===== src/sv/mdpd_pkg.sv =====
package mdpd_pkg;

   localparam int PRESSES       = 5;
   localparam int TICK_WIDTH_DEF = 16;
   localparam int CFG_WIDTH     = 16;
   localparam int COUNT_WIDTH   = 3;

   localparam logic [CFG_WIDTH-1:0] TIMEOUT_RESET = 16'd8191;
   localparam logic [CFG_WIDTH-1:0] MIN_RESET     = 16'd128;

   // configuration register indexes
   localparam logic CSR_TIMEOUT = 1'b0;
   localparam logic CSR_MIN     = 1'b1;

   // fault codes
   localparam logic [1:0] FAULT_OK       = 2'd0;
   localparam logic [1:0] FAULT_PATTERN  = 2'd1;
   localparam logic [1:0] FAULT_TIMEOUT  = 2'd2;
   localparam logic [1:0] FAULT_OVERFLOW = 2'd3;

   typedef enum logic [1:0] {
      EMIT_DECODE,
      EMIT_TIMEOUT,
      EMIT_OVERFLOW
   } emit_type;

   typedef struct packed {
      logic     edge_step;
      logic     advance;
      logic     scan_clear;
      logic     scan_step;
      logic     emit;
      emit_type emit_kind;
   } cmd_type;

   typedef struct packed {
      logic overflow;
      logic timeout;
      logic count_zero;
      logic count_full;
      logic scan_last;
      logic out_free;
   } status_type;

   // pattern: first press in the top bit, 1 = dash
   function automatic logic [3:0] decode_digit(input logic [PRESSES-1:0] pattern);
      logic [3:0] d;
      case (pattern)
         5'h0F:   d = 4'd1;
         5'h07:   d = 4'd2;
         5'h03:   d = 4'd3;
         5'h01:   d = 4'd4;
         5'h1F:   d = 4'd5;
         5'h00:   d = 4'd5;
         5'h10:   d = 4'd6;
         5'h18:   d = 4'd7;
         5'h1C:   d = 4'd8;
         5'h1E:   d = 4'd9;
         default: d = 4'd0;
      endcase
      return d;
   endfunction

endpackage


===== src/sv/mdpd_ctrl.sv =====
module mdpd_ctrl (
   input  logic                clock,
   input  logic                reset,
   input  logic                req_tvalid,
   output logic                req_tready,
   input  mdpd_pkg::status_type status,
   output mdpd_pkg::cmd_type    cmd
);
   import mdpd_pkg::*;

   typedef enum logic [2:0] {
      S_IDLE,
      S_TICK,
      S_SCAN,
      S_JUDGE,
      S_FAULT
   } state_type;

   state_type state_ff, state_in;
   emit_type  kind_ff, kind_in;

   always_comb begin
      state_in       = state_ff;
      kind_in        = kind_ff;
      cmd            = '0;
      cmd.emit_kind  = EMIT_DECODE;
      case (state_ff)
         S_IDLE: begin
            if (req_tvalid) begin
               cmd.edge_step = 1'b1;
               state_in      = S_TICK;
            end
         end
         S_TICK: begin
            if (status.overflow) begin
               kind_in  = EMIT_OVERFLOW;
               state_in = S_FAULT;
            end else begin
               cmd.advance = 1'b1;
               if (!status.timeout || status.count_zero) begin
                  state_in = S_IDLE;
               end else if (status.count_full) begin
                  cmd.scan_clear = 1'b1;
                  state_in       = S_SCAN;
               end else begin
                  kind_in  = EMIT_TIMEOUT;
                  state_in = S_FAULT;
               end
            end
         end
         S_SCAN: begin
            cmd.scan_step = 1'b1;
            if (status.scan_last) begin
               state_in = S_JUDGE;
            end
         end
         S_JUDGE: begin
            if (status.out_free) begin
               cmd.emit      = 1'b1;
               cmd.emit_kind = EMIT_DECODE;
               state_in      = S_IDLE;
            end
         end
         S_FAULT: begin
            if (status.out_free) begin
               cmd.emit      = 1'b1;
               cmd.emit_kind = kind_ff;
               state_in      = S_IDLE;
            end
         end
         default: state_in = S_IDLE;
      endcase
   end

   assign req_tready = (state_ff == S_IDLE);

   always_ff @(posedge clock) begin
      if (reset) begin
         state_ff <= S_IDLE;
         kind_ff  <= EMIT_DECODE;
      end else begin
         state_ff <= state_in;
         kind_ff  <= kind_in;
      end
   end

endmodule


===== src/sv/mdpd_dpath.sv =====
module mdpd_dpath #(
   parameter int TICK_WIDTH = mdpd_pkg::TICK_WIDTH_DEF
) (
   input  logic                                 clock,
   input  logic                                 reset,
   input  logic                                 key_down,
   input  logic                                 csr_valid,
   input  logic                                 csr_index,
   input  logic [mdpd_pkg::CFG_WIDTH-1:0]       csr_data,
   output logic                                 rsp_tvalid,
   input  logic                                 rsp_tready,
   output logic [3:0]                           rsp_digit,
   output logic [1:0]                           rsp_fault,
   input  mdpd_pkg::cmd_type                    cmd,
   output mdpd_pkg::status_type                 status
);
   import mdpd_pkg::*;

   localparam int LW = (TICK_WIDTH > CFG_WIDTH) ? TICK_WIDTH : CFG_WIDTH;
   localparam logic [TICK_WIDTH-1:0] TICK_MAX = {TICK_WIDTH{1'b1}};

   logic [CFG_WIDTH-1:0]   timeout_ff, timeout_in;
   logic [CFG_WIDTH-1:0]   min_ff, min_in;
   logic [TICK_WIDTH-1:0]  elapsed_ff, elapsed_in;
   logic                   key_state_ff, key_state_in;
   logic [COUNT_WIDTH-1:0] count_ff, count_in;
   logic                   overflow_ff, overflow_in;
   logic [TICK_WIDTH-1:0]  len_ff [PRESSES];
   logic [COUNT_WIDTH-1:0] idx_ff, idx_in;
   logic [TICK_WIDTH-1:0]  longest_ff, longest_in;
   logic                   rsp_valid_ff, rsp_valid_in;
   logic [3:0]             digit_ff, digit_in;
   logic [1:0]             fault_ff, fault_in;

   logic                   restart, release_rec, too_many, store_len;
   logic [TICK_WIDTH-1:0]  bumped;
   logic [LW-1:0]          limit;
   logic [TICK_WIDTH-1:0]  half;
   logic [PRESSES-1:0]     pattern;
   logic [3:0]             digit_dec;

   // edge handling
   always_comb begin
      restart     = (key_down != key_state_ff) && (LW'(elapsed_ff) >= LW'(min_ff));
      release_rec = restart && !key_down;
      too_many    = release_rec && (count_ff >= COUNT_WIDTH'(PRESSES));
      store_len   = cmd.edge_step && release_rec && !too_many;
   end

   // counter advance and timeout test, full scale caps the limit
   always_comb begin
      bumped = (elapsed_ff != TICK_MAX) ? elapsed_ff + TICK_WIDTH'(1) : elapsed_ff;
      limit  = (LW'(timeout_ff) > LW'(TICK_MAX)) ? LW'(TICK_MAX) : LW'(timeout_ff);
   end

   // dash when longer than half the longest press
   always_comb begin
      half = longest_ff >> 1;
      for (int k = 0; k < PRESSES; k++) begin
         pattern[PRESSES-1-k] = (len_ff[k] > half);
      end
      digit_dec = decode_digit(pattern);
   end

   always_comb begin
      status.overflow   = overflow_ff;
      status.timeout    = (LW'(bumped) >= limit);
      status.count_zero = (count_ff == '0);
      status.count_full = (count_ff == COUNT_WIDTH'(PRESSES));
      status.scan_last  = (idx_ff == COUNT_WIDTH'(PRESSES - 1));
      status.out_free   = !rsp_valid_ff || rsp_tready;
   end

   always_comb begin
      timeout_in   = timeout_ff;
      min_in       = min_ff;
      elapsed_in   = elapsed_ff;
      key_state_in = key_state_ff;
      count_in     = count_ff;
      overflow_in  = overflow_ff;
      idx_in       = idx_ff;
      longest_in   = longest_ff;
      rsp_valid_in = rsp_valid_ff && !rsp_tready;
      digit_in     = digit_ff;
      fault_in     = fault_ff;

      if (csr_valid) begin
         case (csr_index)
            CSR_TIMEOUT: timeout_in = csr_data;
            CSR_MIN:     min_in     = csr_data;
            default:     ;
         endcase
      end

      if (cmd.edge_step) begin
         key_state_in = key_down;
         overflow_in  = too_many;
         if (restart) begin
            elapsed_in = '0;
         end
         if (too_many) begin
            count_in = '0;
         end else if (release_rec) begin
            count_in = count_ff + COUNT_WIDTH'(1);
         end
      end

      if (cmd.advance) begin
         elapsed_in = status.timeout ? '0 : bumped;
      end

      if (cmd.scan_clear) begin
         idx_in = '0;
      end else if (cmd.scan_step) begin
         if (idx_ff == '0 || len_ff[idx_ff] > longest_ff) begin
            longest_in = len_ff[idx_ff];
         end
         idx_in = idx_ff + COUNT_WIDTH'(1);
      end

      if (cmd.emit) begin
         rsp_valid_in = 1'b1;
         count_in     = '0;
         case (cmd.emit_kind)
            EMIT_DECODE: begin
               digit_in = digit_dec;
               fault_in = (digit_dec == 4'd0) ? FAULT_PATTERN : FAULT_OK;
            end
            EMIT_TIMEOUT: begin
               digit_in = 4'd0;
               fault_in = FAULT_TIMEOUT;
            end
            EMIT_OVERFLOW: begin
               digit_in = 4'd0;
               fault_in = FAULT_OVERFLOW;
            end
            default: begin
               digit_in = 4'd0;
               fault_in = FAULT_OK;
            end
         endcase
      end
   end

   always_ff @(posedge clock) begin
      if (reset) begin
         timeout_ff   <= TIMEOUT_RESET;
         min_ff       <= MIN_RESET;
         elapsed_ff   <= '0;
         key_state_ff <= 1'b0;
         count_ff     <= '0;
         overflow_ff  <= 1'b0;
         rsp_valid_ff <= 1'b0;
      end else begin
         timeout_ff   <= timeout_in;
         min_ff       <= min_in;
         elapsed_ff   <= elapsed_in;
         key_state_ff <= key_state_in;
         count_ff     <= count_in;
         overflow_ff  <= overflow_in;
         rsp_valid_ff <= rsp_valid_in;
      end
   end

   always_ff @(posedge clock) begin
      idx_ff     <= idx_in;
      longest_ff <= longest_in;
      digit_ff   <= digit_in;
      fault_ff   <= fault_in;
      if (store_len) begin
         len_ff[count_ff] <= elapsed_ff;
      end
   end

   assign rsp_tvalid = rsp_valid_ff;
   assign rsp_digit  = digit_ff;
   assign rsp_fault  = fault_ff;

endmodule


===== src/sv/morse_digit_press_decoder.sv =====
// A request is accepted only in idle; the tick state then advances the counter and,
// with no result, returns to idle, else a fault state loads a fault result, or,
// after five presses, a scan of the stored lengths (one stored length scanned per
// cycle) and a judge state load the decoded digit; a held result stalls.
// Reset (synchronous, active high) clears counter, key state, press count and
// the pending result, and loads timeout_ticks 8191 and min_ticks 128.
module morse_digit_press_decoder #(
   parameter int TICK_WIDTH = mdpd_pkg::TICK_WIDTH_DEF
) (
   input  logic                           clock,
   input  logic                           reset,
   // request channel: one timer tick
   input  logic                           req_tvalid,
   output logic                           req_tready,
   input  logic [7:0]                     req_tdata,  // [0] key_down, [7:1] zero
   // result channel
   output logic                           rsp_tvalid,
   input  logic                           rsp_tready,
   output logic [7:0]                     rsp_tdata,  // [3:0] digit, [5:4] fault, [7:6] zero
   // configuration writes: index 0 timeout_ticks, index 1 min_ticks
   input  logic                           csr_valid,
   output logic                           csr_ready,
   input  logic                           csr_index,
   input  logic [mdpd_pkg::CFG_WIDTH-1:0] csr_data
);
   import mdpd_pkg::*;

   cmd_type    cmd;
   status_type status;
   logic [3:0] rsp_digit;
   logic [1:0] rsp_fault;

   // configuration writes land at once; the user must write only while the block is idle, the block does not enforce it
   assign csr_ready = 1'b1;

   // sequencer: edge step, counter advance, longest-press scan, result load
   mdpd_ctrl u_ctrl (
      .clock      (clock),
      .reset      (reset),
      .req_tvalid (req_tvalid),
      .req_tready (req_tready),
      .status     (status),
      .cmd        (cmd)
   );

   // counter, key state, press lengths, config registers and result register
   mdpd_dpath #(
      .TICK_WIDTH (TICK_WIDTH)
   ) u_dpath (
      .clock      (clock),
      .reset      (reset),
      .key_down   (req_tdata[0]),
      .csr_valid  (csr_valid),
      .csr_index  (csr_index),
      .csr_data   (csr_data),
      .rsp_tvalid (rsp_tvalid),
      .rsp_tready (rsp_tready),
      .rsp_digit  (rsp_digit),
      .rsp_fault  (rsp_fault),
      .cmd        (cmd),
      .status     (status)
   );

   // pack the result: digit low, fault above, pad to a byte
   assign rsp_tdata = {2'b00, rsp_fault, rsp_digit};

endmodule

===== config.mk =====
export PLATFORM = sky130hd
export DESIGN_NAME = morse_digit_press_decoder
export DESIGN_NICKNAME = d
export VERILOG_FILES = /design/src/sv/mdpd_pkg.sv /design/src/sv/mdpd_ctrl.sv /design/src/sv/mdpd_dpath.sv /design/src/sv/morse_digit_press_decoder.sv
export SDC_FILE = /design/constraint.sdc
export NUM_CORES = 1
export LEC_CHECK = 0
export BUFFER_PORTS_ARGS = -buffer_cell sky130_fd_sc_hd__buf_2
export CAP_MARGIN = 30
export CORE_ASPECT_RATIO = 0.9
export CORE_MARGIN = 2
export CORE_UTILIZATION = 60
export CTS_BUF_LIST = sky130_fd_sc_hd__clkbuf_8 sky130_fd_sc_hd__clkbuf_16
export DETAILED_ROUTE_END_ITERATION = 6
export GPL_TIMING_DRIVEN = 0
export MAX_ROUTING_LAYER = met4
export PLACE_DENSITY = 0.78
export SYNTH_ARGS = -nofsm -noshare
export SYNTH_HDL_FRONTEND = slang
export SYNTH_SLANG_ARGS = --single-unit
export TNS_END_PERCENT = 50

===== constraint.sdc =====
create_clock -name clock -period 11.3 [get_ports clock]
set_clock_uncertainty 0.1 [all_clocks]
set_input_delay 1.13 -clock clock [delete_from_list [all_inputs] [get_ports clock]]
set_output_delay 1.13 -clock clock [all_outputs]
set_load 0.02 [all_outputs]

# Word-level counts from Yosys, hierarchy flattened
# Memory sizes are Yosys's and may differ from the RTL's. A register that Yosys moved wholly into a read port is not among the register bits.
# Index checks and enable logic that the tools add are counted.
dict set report totals {
  n_memories 2
  elab_cells 111
  rom_bits 128
  reg_bits 84
  ramBits 80
  output_inout_bits 11
  in_bits 30
}
dict set report classes {
  n_bitwise 2
  n_mux 35
  eq_ne 15
  n_reduce_logical 31
  add_sub_neg 3
  order_cmp 10
}
# name words word_bits read_ports rd_ports_with_merged_regs wr line
set memory_table {}
lappend memory_table {{(no name shown)} 32 4 1 0 0 mdpd_pkg.sv:48} ;# case (pattern)
lappend memory_table {u_dpath.len_ff 5 16 6 1 1 mdpd_dpath.sv:28} ;# logic [TICK_WIDTH-1:0] len_ff [PRESSES];
# operator n
set ops {}
lappend ops {{16-bit 2-to-1 mux} 6}
lappend ops {{16-bit by 15-bit greater-than comparator with 1-bit output} 5}
lappend ops {{3-bit 2-to-1 mux} 12}
lappend ops {{16-bit greater-or-equal comparator} 2}
lappend ops {{16-bit by 1-bit adder with 16-bit output (second input constant)} 1}
lappend ops {{16-bit greater-than comparator} 1}
lappend ops {{16-bit greater-than comparator (second input constant)} 1}
lappend ops {{16-bit inequality test (second input constant)} 1}
lappend ops {{3-bit case mux with 4 select lines} 1}
lappend ops {{2-bit 2-to-1 mux} 5}
lappend ops {{3-bit equality test (second input constant)} 3}
lappend ops {{3-bit logical NOT} 3}
lappend ops {{1-bit 2-to-1 mux} 9}
lappend ops {{3-bit AND reduction} 3}
lappend ops {{2-bit AND reduction} 4}
lappend ops {{3-bit by 1-bit adder with 3-bit output (second input constant)} 2}
lappend ops {{3-bit by 2-bit equality test with 1-bit output (second input constant)} 2}
lappend ops {{1-bit logical AND} 6}
lappend ops {{2-bit by 1-bit inequality test with 1-bit output (second input constant)} 3}
lappend ops {{2-bit case mux with 3 select lines} 1}
lappend ops {{3-bit case mux with 2 select lines} 1}
lappend ops {{2-bit nonzero test} 3}
lappend ops {{1-bit logical NOT} 5}
lappend ops {{4-bit logical NOT} 1}
lappend ops {{other kinds (10)} 15}

# Depth between registers and ports, before layout
dict set report logic_depth {
  depth_word 10
  ltp_mapped 17
  ltp_nobuf 16
}

# Cells and area by module
# From an unflattened synthesis, not the netlist that was laid out.
dict set report unflattened {
  hier_cells 963
  hier_area_um2 11586.1
}
# mod seq_area_each_um2 cells_each instances area_each_um2
set modules_own_cells {}
lappend modules_own_cells {mdpd_dpath 5705.5 917 1 11205.7}
lappend modules_own_cells {mdpd_ctrl 100.1 41 1 350.3}
lappend modules_own_cells {morse_digit_press_decoder 0.0 5 1 30.0}

# Worst setup path after synthesis
# OpenSTA, ideal clock, no wires.
dict set report synth_path {
  path_type {flip-flop to flip-flop}
  from {register u_ctrl.state_ff[0]}
  to {memory u_dpath.len_ff[2][0] in the netlist's numbering (enable)}
  t_arrival_ps 3537
  required_ps 10770
  path_slack_ps 7233
  period_less_slack_ps 4067
  stages_incl_launch_ff 8
  setup_time_ps 430
  n_path_buf 2
  path_cell_list {dfxtp_1 clkbuf_1 nor3_1 nand2_1 nor3b_1 a21bo_1 clkbuf_1 nor4_1}
}
dict set report synth_between {
  elab_chain_cells 6
}
# item line
set synth_lines {}
lappend synth_lines {{start: declaration} mdpd_ctrl.sv:19} ;# state_type state_ff, state_in;
lappend synth_lines {{start signal: assignment} mdpd_ctrl.sv:82} ;# state_ff <= state_in;
lappend synth_lines {{3-bit logical NOT} n/a}
lappend synth_lines {{via req_tready} morse_digit_press_decoder.sv:14} ;# output logic req_tready,
lappend synth_lines {{1-bit 2-to-1 mux} mdpd_ctrl.sv:27} ;# case (state_ff)
lappend synth_lines {{1-bit logical AND (2 in a row)} mdpd_dpath.sv:47} ;# store_len = cmd.edge_step && release_rec && !too_many;
lappend synth_lines {{1-bit 2-to-1 mux} mdpd_dpath.sv:170} ;# if (store_len) begin
lappend synth_lines {{1-bit 2-to-1 mux (not written as such)} mdpd_dpath.sv:171} ;# len_ff[count_ff] <= elapsed_ff;
lappend synth_lines {{end: declaration} mdpd_dpath.sv:28}
# The timed path passes the listed nets, and every way through them passes these cells.

# Worst setup path after layout
dict set report layout_path {
  from {register u_dpath.elapsed_ff[1]}
  to {register u_dpath.elapsed_ff[14]}
}
dict set report layout_between {
  elab_chain_cells 5
  elab_cells_between_ends 10
  cone_classes {1 x add/sub; 2 x order compare; 1 x eq/ne; 3 x mux; 3 x reduce/logical}
}
# item line
set layout_lines {}
lappend layout_lines {{start: declaration} mdpd_dpath.sv:24} ;# logic [TICK_WIDTH-1:0] elapsed_ff, elapsed_in;
lappend layout_lines {{start signal: assignment} mdpd_dpath.sv:157} ;# elapsed_ff <= elapsed_in;
lappend layout_lines {{16-bit by 1-bit adder with 16-bit output or 16-bit inequality test (tied branches)} mdpd_dpath.sv:52} ;# bumped = (elapsed_ff != TICK_MAX) ? elapsed_ff + TICK_WIDTH'(1) : elapsed_ff;
lappend layout_lines {{16-bit 2-to-1 mux} mdpd_dpath.sv:52}
lappend layout_lines {{16-bit greater-or-equal comparator} mdpd_dpath.sv:67} ;# status.timeout = (LW'(bumped) >= limit);
lappend layout_lines {{16-bit 2-to-1 mux} mdpd_dpath.sv:109} ;# elapsed_in = status.timeout ? '0 : bumped;
lappend layout_lines {{16-bit 2-to-1 mux} mdpd_dpath.sv:108} ;# if (cmd.advance) begin
# Parallel ways exist; a longest one is shown, timed or not.
# A chain may end at the register's enable or synchronous reset.

==> metrics.txt <==
WL per Instance=19.8 um; Tot Pwr=1.63 mW; routed vias/inst=5.87; CP max stage delay=740 ps; DP HPWL=19,400 um; post-placement cell count=1,291; worst vdd ir=0.112 mV; CTS buffer count=23; worst endpoint required time=11,640 ps; status=complete, no violations; clock tree sinks=215; FF-to-FF Start=u_dpath.elapsed_ff[1]; Synth async-reset ratio=0; setup TNS=0 ps; Final Cell Area=13,000 um^2; crit path max fanout=14; RSZ-0062 raised after global routing=no; Post-Syn Area=11,500 um^2; Rel. slew slack=0.311; Area growth syn-to-layout=13.0%; # port buffers=30; WL met2=12,300 um; fill count=1,440; post-CTS resize count=0; full die area=20,300 um^2; fin. max-slew vios=0; sequential area share after synthesis=0.504; antenna-violating nets left=0; CTS max path bufs=3; measured slew at the worst slew-check pin=1020 ps; Crit Path Category=register to register; Antenna diodes=0; Die X-Extent=150 um; EDFF count, synth=150; largest net degree at the start of global routing=17; f_max=0.201 GHz; Tmin final=4990 ps; CTS root buffer=clkbuf_16; Startpoint Class=register; final hold violations=0; share of layout cells above drive strength 1=0.135; Seq cells post-synth=215; FF-to-FF End=u_dpath.elapsed_ff[14]; Reg2Reg Setup Slack=6310 ps; Netlist cell types=64; row cnt=48; Area after DPL=12,300 um^2; fin cells=1,333; Lkg Pwr=5.59 nW; total gr overflow=0; max capacitance violation total=0; worst r2r path cells=16; Starting DRT DRC Count=497; Critical Path Sink Type=register; CTS Hold Buffers Added=0; initial antenna violation count=0; crit path capture=u_dpath.elapsed_ff[14]; first-pass GRT wire length=41,400 um; cell with the largest stage delay on the worst path=dfxtp_1; Setup violations, final=0; Worst-Skew Late Latency=510 ps; post-CTS setup buffers=0; crit-path cells=ha_1, nand3_1, nor4_2, nand4_1, nand2b_1, nor3_1, or2_1, ha_1, a21o_1, a21o_1, a21oi_1, a21oi_1, a2111oi_4, buf_2, nand2_1, o21ai_1; synth warn=0; Clk pin slew, worst setup/hold paths=60 ps; routability cong.=0.889; GRT Util Overall=0.275; Util after Layout=0.686; Starting Density=0.606; Post-Syn Area per Cell=12.1 um^2; Nets=1,229; number of global-route vias before repair=7,701; TritonRoute pass-1 iters=5; Most used DFF post-synth=edfxtp_1; Routed WL=26,400 um; Post-Synthesis Cells=952; routed wire length on met3=1570 um; CTS tree=yes; Period Utilization, post-route=0.441; top layer in use=met4; PwrDens=125 nW/um^2; DRT met1 WL=11,600 um; Hold Crit Class=register to register; post-route DRC violation count=0; # IOs=41; worst path arrival time=5320 ps; Chip Height=135 um; critical path launch point=u_dpath.elapsed_ff[1]; core area=19,000 um^2; Max H-tree Level=1; via count=7,828
[worst min path at each step]
| stage | slack [ps] | startpoint | cells past startpoint | end |
|---|---|---|---|---|
| after floorplan | 340 | u_dpath.min_ff[10] | 2 | u_dpath.min_ff[10] |
| after global placement | 340 | u_dpath.min_ff[6] | 2 | u_dpath.min_ff[6] |
| after detailed placement | 350 | u_dpath.min_ff[9] | 2 | u_dpath.min_ff[9] |
| after CTS | 360 | u_dpath.min_ff[9] | 2 | u_dpath.min_ff[9] |
| after global routing | 380 | u_dpath.min_ff[1] | 2 | u_dpath.min_ff[1] |
| final | 360 | u_dpath.min_ff[9] | 2 | u_dpath.min_ff[9] |
[critical path: cells and delay by family, from the launching register on]
family	cells	cell delay (ps)
AND/OR/NAND/NOR	7	1850
AO/OA/AOI/OAI	6	1420
flip-flops	1	740
adder cells (fa/ha/maj)	2	470
buffers and inverters	1	310
[synth_stat cells, types with 2 or more instances]
master | count | area, um^2
a2111oi_4 | 2 | 55.1
nor3_1 | 11 | 55.1
a21o_1 | 26 | 195
mux4_2 | 32 | 721
nor2b_1 | 16 | 100
or2_1 | 3 | 18.8
o31ai_1 | 4 | 30.0
a21oi_1 | 62 | 310
a31oi_1 | 3 | 18.8
mux2i_1 | 6 | 60.1
a211oi_1 | 5 | 37.5
nand2_1 | 72 | 270
buf_2 | 6 | 30.0
nor3b_1 | 3 | 22.5
mux2_2 | 15 | 169
nand2b_1 | 14 | 87.6
nor4_1 | 7 | 43.8
a211o_1 | 13 | 114
o2bb2ai_1 | 4 | 35.0
o21ai_1 | 17 | 85.1
o211ai_1 | 6 | 45.0
o21ai_0 | 11 | 55.1
dfxtp_1 | 65 | 1300
xnor2_1 | 9 | 78.8
ha_1 | 132 | 1650
inv_1 | 62 | 233
o21a_1 | 9 | 67.6
xor2_1 | 4 | 35.0
conb_1 | 2 | 7.51
a21boi_1 | 2 | 15.0
buf_4 | 3 | 22.5
or4_1 | 2 | 15.0
clkbuf_1 | 24 | 90.1
nand4b_1 | 5 | 43.8
nor2_1 | 48 | 180
nand4_1 | 28 | 175
nand3_1 | 15 | 75.1
and2_1 | 7 | 43.8
and4_1 | 3 | 26.3
edfxtp_1 | 150 | 4500
nand3b_1 | 21 | 158
[cell families (layout without fill, tap and decap cells)]
group / after synthesis / in the layout / share of synthesized area
xor gates and xnor gates: 13 / 13 / 0.00989
buffers and inverters: 97 / 179 / 0.0333
muxes: 53 / 53 / 0.0825
DFF: 215 / 215 / 0.504
adders and majority gates: 132 / 132 / 0.143
AOI/OAI and AO/OA: 181 / 181 / 0.107
and+or+nand+nor: 259 / 259 / 0.119
other: 2 / 51 / 0.000652
[area by class of cell]
class,instances,area (um^2),area share
Tap cell,250,313,0.0240
Sequential cell,215,5810,0.446
Clock inverter,18,141,0.0109
Inverter,63,236,0.0182
Multi-Input combinational cell,689,5540,0.426
Timing Repair Buffer,41,255,0.0196
Clock buffer,23,576,0.0442
Buffer,34,146,0.0113
[per-stage QoR]
stage / setup WS [ps] / hold WS [ps]
4_1_cts: 6400 / 358
2_1_floorplan: 7230 / 336
5_1_grt: 6020 / 382
3_3_place_gp: 5350 / 343
6_report: 6310 / 356
3_5_place_dp: 6460 / 350
[flip-flops by register name, indices dropped and copies added (netlist names), named ones only]
name,cells
u_dpath.len_ff,128
u_dpath.elapsed_ff,16
u_dpath.longest_ff,16
u_dpath.min_ff,16
u_dpath.timeout_ff,16
u_dpath.rsp_digit,4
u_ctrl.state_ff,3
u_dpath.count_ff,3
u_dpath.idx_ff,3
u_ctrl.kind_ff,2
u_dpath.rsp_fault,2
u_dpath.key_state_ff,1
u_dpath.overflow_ff,1
u_dpath.rsp_tvalid,1
[routing by layer]
layer / vias up / track usage
met5: - / -
met3: 57 / 0.0397
met2: 266 / 0.443
met1: 3734 / 0.363
li1: 3771 / -
met4: 0 / 0.0917
[cell usage in the layout (no fill, tap or decap), types with 7 or more instances in the layout]
| cell | n |
|---|---|
| clkbuf_16 | 23 |
| nor3_1 | 11 |
| o21ai_1 | 17 |
| inv_1 | 68 |
| ha_1 | 132 |
| nand3_1 | 15 |
| clkbuf_1 | 24 |
| mux4_2 | 32 |
| buf_2 | 36 |
| a211o_1 | 13 |
| dfxtp_1 | 65 |
| nand3b_1 | 21 |
| buf_4 | 9 |
| conb_1 | 51 |
| o21ai_0 | 11 |
| and2_1 | 7 |
| mux2_2 | 15 |
| nand2b_1 | 14 |
| nand2_1 | 72 |
| nor2b_1 | 16 |
| a21oi_1 | 61 |
| xnor2_1 | 9 |
| nor2_1 | 47 |
| edfxtp_1 | 150 |
| nand4_1 | 28 |
| a21o_1 | 26 |
| o21a_1 | 9 |
[where the power goes]
part           total [mW]  switching [mW]  internal (mW)  leakage [nW]
combinational      0.0527          0.0318         0.0208          3.26
clock               0.723           0.306          0.417         0.375
sequential          0.854         0.00591          0.848          1.96
Note: power is estimated with default switching activity, not from simulation.
